### config.mk
export PLATFORM = sky130hd
export DESIGN_NAME = pid_controller_step
export DESIGN_NICKNAME = d
export VERILOG_FILES = /design/src/pidc_pkg.sv /design/src/pid_controller_step.sv
export SDC_FILE = /design/constraint.sdc
export NUM_CORES = 2
export LEC_CHECK = 0
export BUFFER_PORTS_ARGS = -buffer_cell sky130_fd_sc_hd__buf_2
export CAP_MARGIN = 5
export CORE_ASPECT_RATIO = 1.5
export CORE_MARGIN = 4
export CORE_UTILIZATION = 38
export CTS_CLUSTER_SIZE = 28
export DETAILED_ROUTE_END_ITERATION = 8
export HOLD_SLACK_MARGIN = 0.1
export SETUP_SLACK_MARGIN = 0.4
export SYNTH_ARGS = -nofsm -noshare
export SYNTH_HDL_FRONTEND = slang
export SYNTH_SLANG_ARGS = --single-unit
### constraint.sdc
create_clock -name clk_i -period 29.9 [get_ports clk_i]
set_input_delay 1.495 -clock clk_i [delete_from_list [all_inputs] [get_ports clk_i]]
set_output_delay 1.495 -clock clk_i [all_outputs]
set_load 0.02 [all_outputs]
### src/pidc_pkg.sv
// Package with widths, register codes and arithmetic helpers of the PID controller.
`default_nettype none

package pidc_pkg;

  // Sample, gain and derived datapath widths.
  localparam int SampleW      = 16;
  localparam int GainW        = 16;
  localparam int GainFracBits = 8;
  localparam int ErrW         = SampleW + 1;
  localparam int ProdW        = ErrW + GainW + 1;
  localparam int ShW          = ProdW - GainFracBits;
  localparam int AccW         = ShW + 2;

  // Configuration port geometry.
  localparam int RegIdxW = 3;
  localparam int AddrW   = RegIdxW + 2;
  localparam int DataW   = 32;

  // Register indexes on the configuration port.
  typedef enum logic [RegIdxW-1:0] {
    REG_PROP_GAIN        = 3'd0,
    REG_INTEGRAL_GAIN    = 3'd1,
    REG_DERIV_GAIN       = 3'd2,
    REG_OUT_LOW          = 3'd3,
    REG_OUT_HIGH         = 3'd4,
    REG_INCREMENTAL_MODE = 3'd5,
    REG_REVERSE_ACTION   = 3'd6
  } reg_idx_e;

  // Result of a saturating clamp.
  typedef struct packed {
    logic signed [SampleW-1:0] value;
    logic                      hit;
  } clamp_t;

  // Clamp to [lo, hi]; the upper limit is tested first.
  function automatic clamp_t sat_clamp(input logic signed [AccW-1:0]    v,
                                       input logic signed [SampleW-1:0] lo,
                                       input logic signed [SampleW-1:0] hi);
    clamp_t r;
    if (v > AccW'(hi)) begin
      r.value = hi;
      r.hit   = 1'b1;
    end else if (v < AccW'(lo)) begin
      r.value = lo;
      r.hit   = 1'b1;
    end else begin
      r.value = SampleW'(v);
      r.hit   = 1'b0;
    end
    return r;
  endfunction

  // Signed gain times operand, scaled down with rounding toward minus infinity.
  function automatic logic signed [ShW-1:0] gain_mul(input logic [GainW-1:0]      gain,
                                                    input logic                  neg,
                                                    input logic signed [ErrW-1:0] operand);
    logic signed [GainW:0]   g;
    logic signed [ProdW-1:0] prod;
    g = signed'({1'b0, gain});
    if (neg) begin
      g = -g;
    end
    prod = ProdW'(g) * ProdW'(operand);
    return ShW'(prod >>> GainFracBits);
  endfunction

endpackage

`default_nettype wire

### src/pid_controller_step.sv
// Top level of the fixed-point PID controller: input register, step logic, state and register port.
`default_nettype none

// The controller takes one item per cycle while no result waits on out_ready_i, and returns one result per item.
// An accepted item is held in the input register together with its error and
// its measurement change. While the item is held there, the three gain
// products, the saturated integral and the saturated drive are formed by
// combinational logic, and the result register and the controller state
// take them when the result register moves on. The result is shown from
// the result register, and items can follow back to back. in_ready_o drops
// only while the input register holds an item and a finished result waits
// on out_ready_i. Registers are written through the APB-style port at byte
// address 4*index. A write of either limit clamps the stored integral and
// drive to the new pair at once. Registers should be written only while no
// item is in flight.
module pid_controller_step (
  input  logic                                clk_i,
  input  logic                                rst_ni,
  input  logic                                in_valid_i,
  output logic                                in_ready_o,
  input  logic                                command_i,
  input  logic signed [pidc_pkg::SampleW-1:0] setpoint_i,
  input  logic signed [pidc_pkg::SampleW-1:0] measurement_i,
  output logic                                out_valid_o,
  input  logic                                out_ready_i,
  output logic signed [pidc_pkg::SampleW-1:0] drive_o,
  output logic                                at_limit_o,
  input  logic                                psel,
  input  logic                                penable,
  input  logic                                pwrite,
  input  logic [pidc_pkg::AddrW-1:0]          paddr,
  input  logic [pidc_pkg::DataW-1:0]          pwdata,
  output logic [pidc_pkg::DataW-1:0]          prdata,
  output logic                                pready
);
  import pidc_pkg::*;

  // Configuration registers.
  logic [GainW-1:0]          prop_gain_q, integral_gain_q, deriv_gain_q;
  logic signed [SampleW-1:0] out_low_q, out_high_q;
  logic signed [SampleW-1:0] out_low_d, out_high_d;
  logic                      incremental_q, reverse_q;

  // Controller state.
  logic signed [SampleW-1:0] integral_q, integral_d;
  logic signed [SampleW-1:0] last_drive_q, last_drive_d;
  logic signed [SampleW-1:0] prev_meas_q;

  // Input and result registers.
  logic                      s1_valid_q, out_valid_q;
  logic                      s1_cmd_q;
  logic signed [ErrW-1:0]    s1_err_q, s1_dmeas_q;
  logic signed [SampleW-1:0] drive_q;
  logic                      at_limit_q;

  logic     advance;
  logic     cfg_wr;
  reg_idx_e cfg_idx;

  // Step logic terms.
  logic signed [ShW-1:0]  p_term, i_term, d_term;
  logic signed [AccW-1:0] i_acc, drv_acc, last_term;
  clamp_t                 i_cl, drv_cl, cfg_i_cl, cfg_d_cl;

  // The result register moves unless its result is held at the output, and
  // the input register takes a new item whenever it is empty or moves on.
  assign advance    = !out_valid_q || out_ready_i;
  assign in_ready_o = !s1_valid_q || advance;

  // Register port decode.
  assign pready  = 1'b1;
  assign cfg_wr  = psel && penable && pwrite;
  assign cfg_idx = reg_idx_e'(paddr[AddrW-1:2]);

  // Read data mux.
  always_comb begin
    prdata = '0;
    case (cfg_idx)
      REG_PROP_GAIN:        prdata = DataW'(prop_gain_q);
      REG_INTEGRAL_GAIN:    prdata = DataW'(integral_gain_q);
      REG_DERIV_GAIN:       prdata = DataW'(deriv_gain_q);
      REG_OUT_LOW:          prdata = DataW'(out_low_q);
      REG_OUT_HIGH:         prdata = DataW'(out_high_q);
      REG_INCREMENTAL_MODE: prdata = DataW'(incremental_q);
      REG_REVERSE_ACTION:   prdata = DataW'(reverse_q);
      default:              prdata = '0;
    endcase
  end

  // New limit pair as it stands after this cycle's write.
  always_comb begin
    out_low_d  = out_low_q;
    out_high_d = out_high_q;
    if (cfg_wr && cfg_idx == REG_OUT_LOW) begin
      out_low_d = signed'(pwdata[SampleW-1:0]);
    end
    if (cfg_wr && cfg_idx == REG_OUT_HIGH) begin
      out_high_d = signed'(pwdata[SampleW-1:0]);
    end
  end

  // Configuration registers.
  always_ff @(posedge clk_i or negedge rst_ni) begin
    if (!rst_ni) begin
      prop_gain_q     <= GainW'(256);
      integral_gain_q <= '0;
      deriv_gain_q    <= '0;
      out_low_q       <= {1'b1, {(SampleW-1){1'b0}}};
      out_high_q      <= {1'b0, {(SampleW-1){1'b1}}};
      incremental_q   <= 1'b0;
      reverse_q       <= 1'b0;
    end else begin
      out_low_q  <= out_low_d;
      out_high_q <= out_high_d;
      if (cfg_wr) begin
        case (cfg_idx)
          REG_PROP_GAIN:        prop_gain_q     <= pwdata[GainW-1:0];
          REG_INTEGRAL_GAIN:    integral_gain_q <= pwdata[GainW-1:0];
          REG_DERIV_GAIN:       deriv_gain_q    <= pwdata[GainW-1:0];
          REG_INCREMENTAL_MODE: incremental_q   <= pwdata[0];
          REG_REVERSE_ACTION:   reverse_q       <= pwdata[0];
          default:              ;
        endcase
      end
    end
  end

  // Input register: error and measurement change; the last measurement follows
  // every accepted step item and is left alone by a clear.
  always_ff @(posedge clk_i or negedge rst_ni) begin
    if (!rst_ni) begin
      s1_valid_q  <= 1'b0;
      prev_meas_q <= '0;
    end else if (in_ready_o) begin
      s1_valid_q <= in_valid_i;
      if (in_valid_i && !command_i) begin
        prev_meas_q <= measurement_i;
      end
    end
  end

  always_ff @(posedge clk_i) begin
    if (in_ready_o && in_valid_i) begin
      s1_cmd_q   <= command_i;
      s1_err_q   <= ErrW'(setpoint_i) - ErrW'(measurement_i);
      s1_dmeas_q <= ErrW'(measurement_i) - ErrW'(prev_meas_q);
    end
  end

  // Step logic: gain products, saturating integral and drive.
  always_comb begin
    p_term    = gain_mul(prop_gain_q, reverse_q, s1_err_q);
    i_term    = gain_mul(integral_gain_q, reverse_q, s1_err_q);
    d_term    = gain_mul(deriv_gain_q, reverse_q, s1_dmeas_q);
    i_acc     = AccW'(integral_q) + AccW'(i_term);
    i_cl      = sat_clamp(i_acc, out_low_q, out_high_q);
    last_term = incremental_q ? AccW'(last_drive_q) : AccW'(0);
    drv_acc   = AccW'(p_term) + AccW'(i_cl.value) - AccW'(d_term) + last_term;
    drv_cl    = sat_clamp(drv_acc, out_low_q, out_high_q);
  end

  // State update: a limit write clamps the state, a step or a clear rewrites it.
  always_comb begin
    cfg_i_cl     = sat_clamp(AccW'(integral_q), out_low_d, out_high_d);
    cfg_d_cl     = sat_clamp(AccW'(last_drive_q), out_low_d, out_high_d);
    integral_d   = integral_q;
    last_drive_d = last_drive_q;
    if (cfg_wr && (cfg_idx == REG_OUT_LOW || cfg_idx == REG_OUT_HIGH)) begin
      integral_d   = cfg_i_cl.value;
      last_drive_d = cfg_d_cl.value;
    end else if (advance && s1_valid_q) begin
      if (s1_cmd_q) begin
        integral_d   = '0;
        last_drive_d = '0;
      end else begin
        integral_d   = i_cl.value;
        last_drive_d = drv_cl.value;
      end
    end
  end

  always_ff @(posedge clk_i or negedge rst_ni) begin
    if (!rst_ni) begin
      integral_q   <= '0;
      last_drive_q <= '0;
      out_valid_q  <= 1'b0;
    end else begin
      integral_q   <= integral_d;
      last_drive_q <= last_drive_d;
      if (advance) begin
        out_valid_q <= s1_valid_q;
      end
    end
  end

  // Result register.
  always_ff @(posedge clk_i) begin
    if (advance && s1_valid_q) begin
      drive_q    <= s1_cmd_q ? '0 : drv_cl.value;
      at_limit_q <= s1_cmd_q ? 1'b0 : drv_cl.hit;
    end
  end

  assign out_valid_o = out_valid_q;
  assign drive_o     = drive_q;
  assign at_limit_o  = at_limit_q;

endmodule

`default_nettype wire

==> flow_metrics.env <==
export IMPL_grt_antenna_before_repair=13
export IMPL_max_slew_margin_pct=17.3
export IMPL_coreArea_sq_um=131000
export IMPL_crit_type="reg -> reg"
export IMPL_io_buffers=109
export IMPL_ctsHoldBuffers=0
export IMPL_critPathSlowestCell="xor2_2"
export IMPL_area_growth_syn_to_layout_pct=6.54
export IMPL_reg_top3="s1_dmeas_q (17), s1_err_q (17)"
export IMPL_critPathMostFrequentCell="fa_1"
export IMPL_max_freq_ghz=0.0516
export IMPL_max_cap_violations=0
export IMPL_grt_max_degree=69
export IMPL_status="completed"
export IMPL_synth_seq_cells=184
export IMPL_die_w_um=304
export IMPL_placed_cells=7134
export IMPL_vias=37900
export IMPL_clk_latency_ps=530
export IMPL_numCtsBuffers=17
export IMPL_cp_arrival_ps=19820
export IMPL_slew_viol_final=0
export IMPL_fin_crit_ps=19390
export IMPL_cts_tree="yes"
export IMPL_ys_async_sr_fraction_pct=71.7
export IMPL_dr_pass1_iters=8
export IMPL_drive_gt1_share_pct=7.70
export IMPL_die_h_um=453
export IMPL_finalSetupViolations=0
export IMPL_cts_path_max_buffers=2
export IMPL_final_cells=7177
export IMPL_grt_overflow=0
export IMPL_routed_wl_um=150000
export IMPL_path_clk_slew_ps=100
export IMPL_required_ps=30330
export IMPL_drt_iter0_drc=2124
export IMPL_root_buffer="clkbuf_16"
export IMPL_num_rows=162
export IMPL_clock_sinks=184
export IMPL_h_tree_depth=4
export IMPL_crit_path_start_kind="flop"
export IMPL_whs_path_depth=2
export IMPL_synthCells=5414
export IMPL_cp_max_fo=17
export IMPL_critPathBufInv=6
export IMPL_period_share_pct=64.8
export IMPL_gp_congestion=0.964
export IMPL_netlist_area_sq_um=50100
export IMPL_cp_depth=63
export IMPL_drc=0
export IMPL_cts_setup_buffers=0
export IMPL_setup_tns_final_ps=0
export IMPL_crit_path_end_kind="flop"
export IMPL_path_delay_family="compound AO/OA/AOI/OAI gates"
export IMPL_grt_pass1_vias=40900
export IMPL_synth_edff_count=52
export IMPL_ios=129
export IMPL_synth_ff_type="dfrtp_1"
export IMPL_die_area_sq_um=138000
export IMPL_vias_per_cell=5.29
export IMPL_cts_resized=0
export IMPL_dp_hpwl_um=125000
export IMPL_hold_class="reg -> reg"
export IMPL_start_util_pct=38.4
export IMPL_nets=6953
export IMPL_syn_nets=6936
export IMPL_drtAntennaViolNets=0
export IMPL_syn_avg_cell_area_sq_um=9.25
export IMPL_yosysWarnings=0
export IMPL_tightest_slew_ps=1240
export IMPL_finClkSkew_ps=23.6
export IMPL_slowest_delay_ps=870
export IMPL_finalHoldViolCount=0
export IMPL_seq_area_frac_synth_pct=9.76
export IMPL_reg2reg_depth=63
export IMPL_grt_use_total_pct=22.0
export IMPL_rsz0062_at_grt="no"
export IMPL_wl_per_cell_um=20.9
export IMPL_synthDistinctLibCells=94
export IMPL_grt_first_pass_wirelength_um=233000
-- per-stage QoR --
| step | hold WS [ps] | cell area, sq um | setup WS [ps] | util [%] |
|---|---|---|---|---|
| finish | 483 | 53300 | 10510 | 40.9 |
| global route | 509 | 53300 | 9350 | 40.9 |
| CTS | 491 | 53300 | 10630 | 40.8 |
| detailed placement | 472 | 52700 | 10690 | 40.3 |
| global placement | 464 | 52700 | 10840 | 40.3 |
| floorplan | 450 | 50100 | 13970 | - |
-- cell type report --
type | count | area (sq um)
clock inverter | 15 | 234
multi-input combinational | 3898 | 40200
tap | 1722 | 2150
timing repair buffer | 198 | 1220
fill | 13100 | 77200
antenna | 11 | 27.5
inverter | 1132 | 4250
clock buffer | 17 | 425
sequential | 184 | 4890
-- path summary, 6_finish.rpt --
path,from,endpoint,slack [ps]
hold reg to reg,prev_meas_q[5],prev_meas_q[5],480
setup / recovery,integral_gain_q[3],last_drive_q[1],10510
min in group asynchronous,rst_ni,last_drive_q[12],970
hold / removal,prev_meas_q[5],prev_meas_q[5],480
setup reg to reg,integral_gain_q[3],last_drive_q[1],10510
max in group asynchronous,rst_ni,prop_gain_q[7],27500
-- placed cells by master, fill, tap and decap left out, types with 46 or more instances in the layout --
cell and n:
a21o_1 75, xnor2_1 155, mux2_2 74, nor2_1 170, a21oi_1 143, o21ai_0 146
mux2i_1 46, nor3_1 52, fa_1 941, ha_1 504, nand2_1 611, and2_1 353
nor2b_1 58, edfxtp_1 52, dfrtp_1 115, inv_1 1131, buf_4 89, buf_2 108
-- cell usage after synthesis, types with 11 or more instances --
cell type     n  share of area [%]
nor2_1      170                1.3
a22oi_1      16               0.24
o21ai_0     147                1.5
o221a_2      13               0.29
nand4_1      34               0.42
mux4_2       14               0.63
nor3_1       55               0.55
nor2b_1      58               0.72
a21oi_1     143                1.4
buf_2        12               0.12
buf_1        11              0.082
edfxtp_1     52                3.1
o21a_1       38               0.57
dfrtp_1     115                5.7
xor2_1       46               0.80
a31oi_1      23               0.29
clkbuf_1    154                1.2
dfstp_2      17               0.89
a21o_1       75                1.1
or2_2        33               0.41
fa_1        941                 38
nand2_1     611                4.6
buf_4        20               0.30
a211oi_1     22               0.33
o211ai_1     13               0.19
a21boi_0     14               0.21
and2_1      354                4.4
mux2i_1      47               0.94
ha_1        504                 13
o2111ai_1    15               0.26
o31ai_1      13               0.19
nand3_1      41               0.41
xnor2_1     157                2.7
nand2b_1     39               0.49
inv_1      1131                8.5
or3_1        27               0.34
and3_1       12               0.15
mux2_2       74                1.7
-- per-layer routing --
| metal | routed length, um | share of wire [%] | up-vias | global-route usage, % |
|---|---|---|---|---|
| li1 | - | - | 17000 | - |
| met1 | 53100 | 35 | 19500 | 23.6 |
| met2 | 79800 | 53 | 1021 | 41.3 |
| met3 | 5540 | 3.7 | 408 | 2.18 |
| met4 | 11200 | 7.5 | 4 | 14.1 |
| met5 | 21 | 0.014 | - | 0 |
-- tightest hold or removal path: cells and delay by family, from the launching register on --
family           cells  cell delay, ps
AND/OR/NAND/NOR      1              50
AO/OA/AOI/OAI        1              60
flip-flops           1             350
-- cells by family (layout without fill, tap and decap cells) --
kind of cell | count (synthesis) | count (layout) | share of synthesized area (%)
AOI/OAI and AO/OA | 640 | 640 | 8.66
xor gates and xnor gates | 203 | 203 | 3.55
adders and majority gates | 1445 | 1445 | 50.2
buffers and inverters | 1332 | 1362 | 10.2
DFF | 184 | 184 | 9.76
muxes | 135 | 135 | 3.23
other | 1 | 12 | 0.00749
and+or+nand+nor | 1474 | 1474 | 14.4
Power is not shown: default switching activity piles up to over one toggle a cycle in this logic, so the estimate is an artifact.
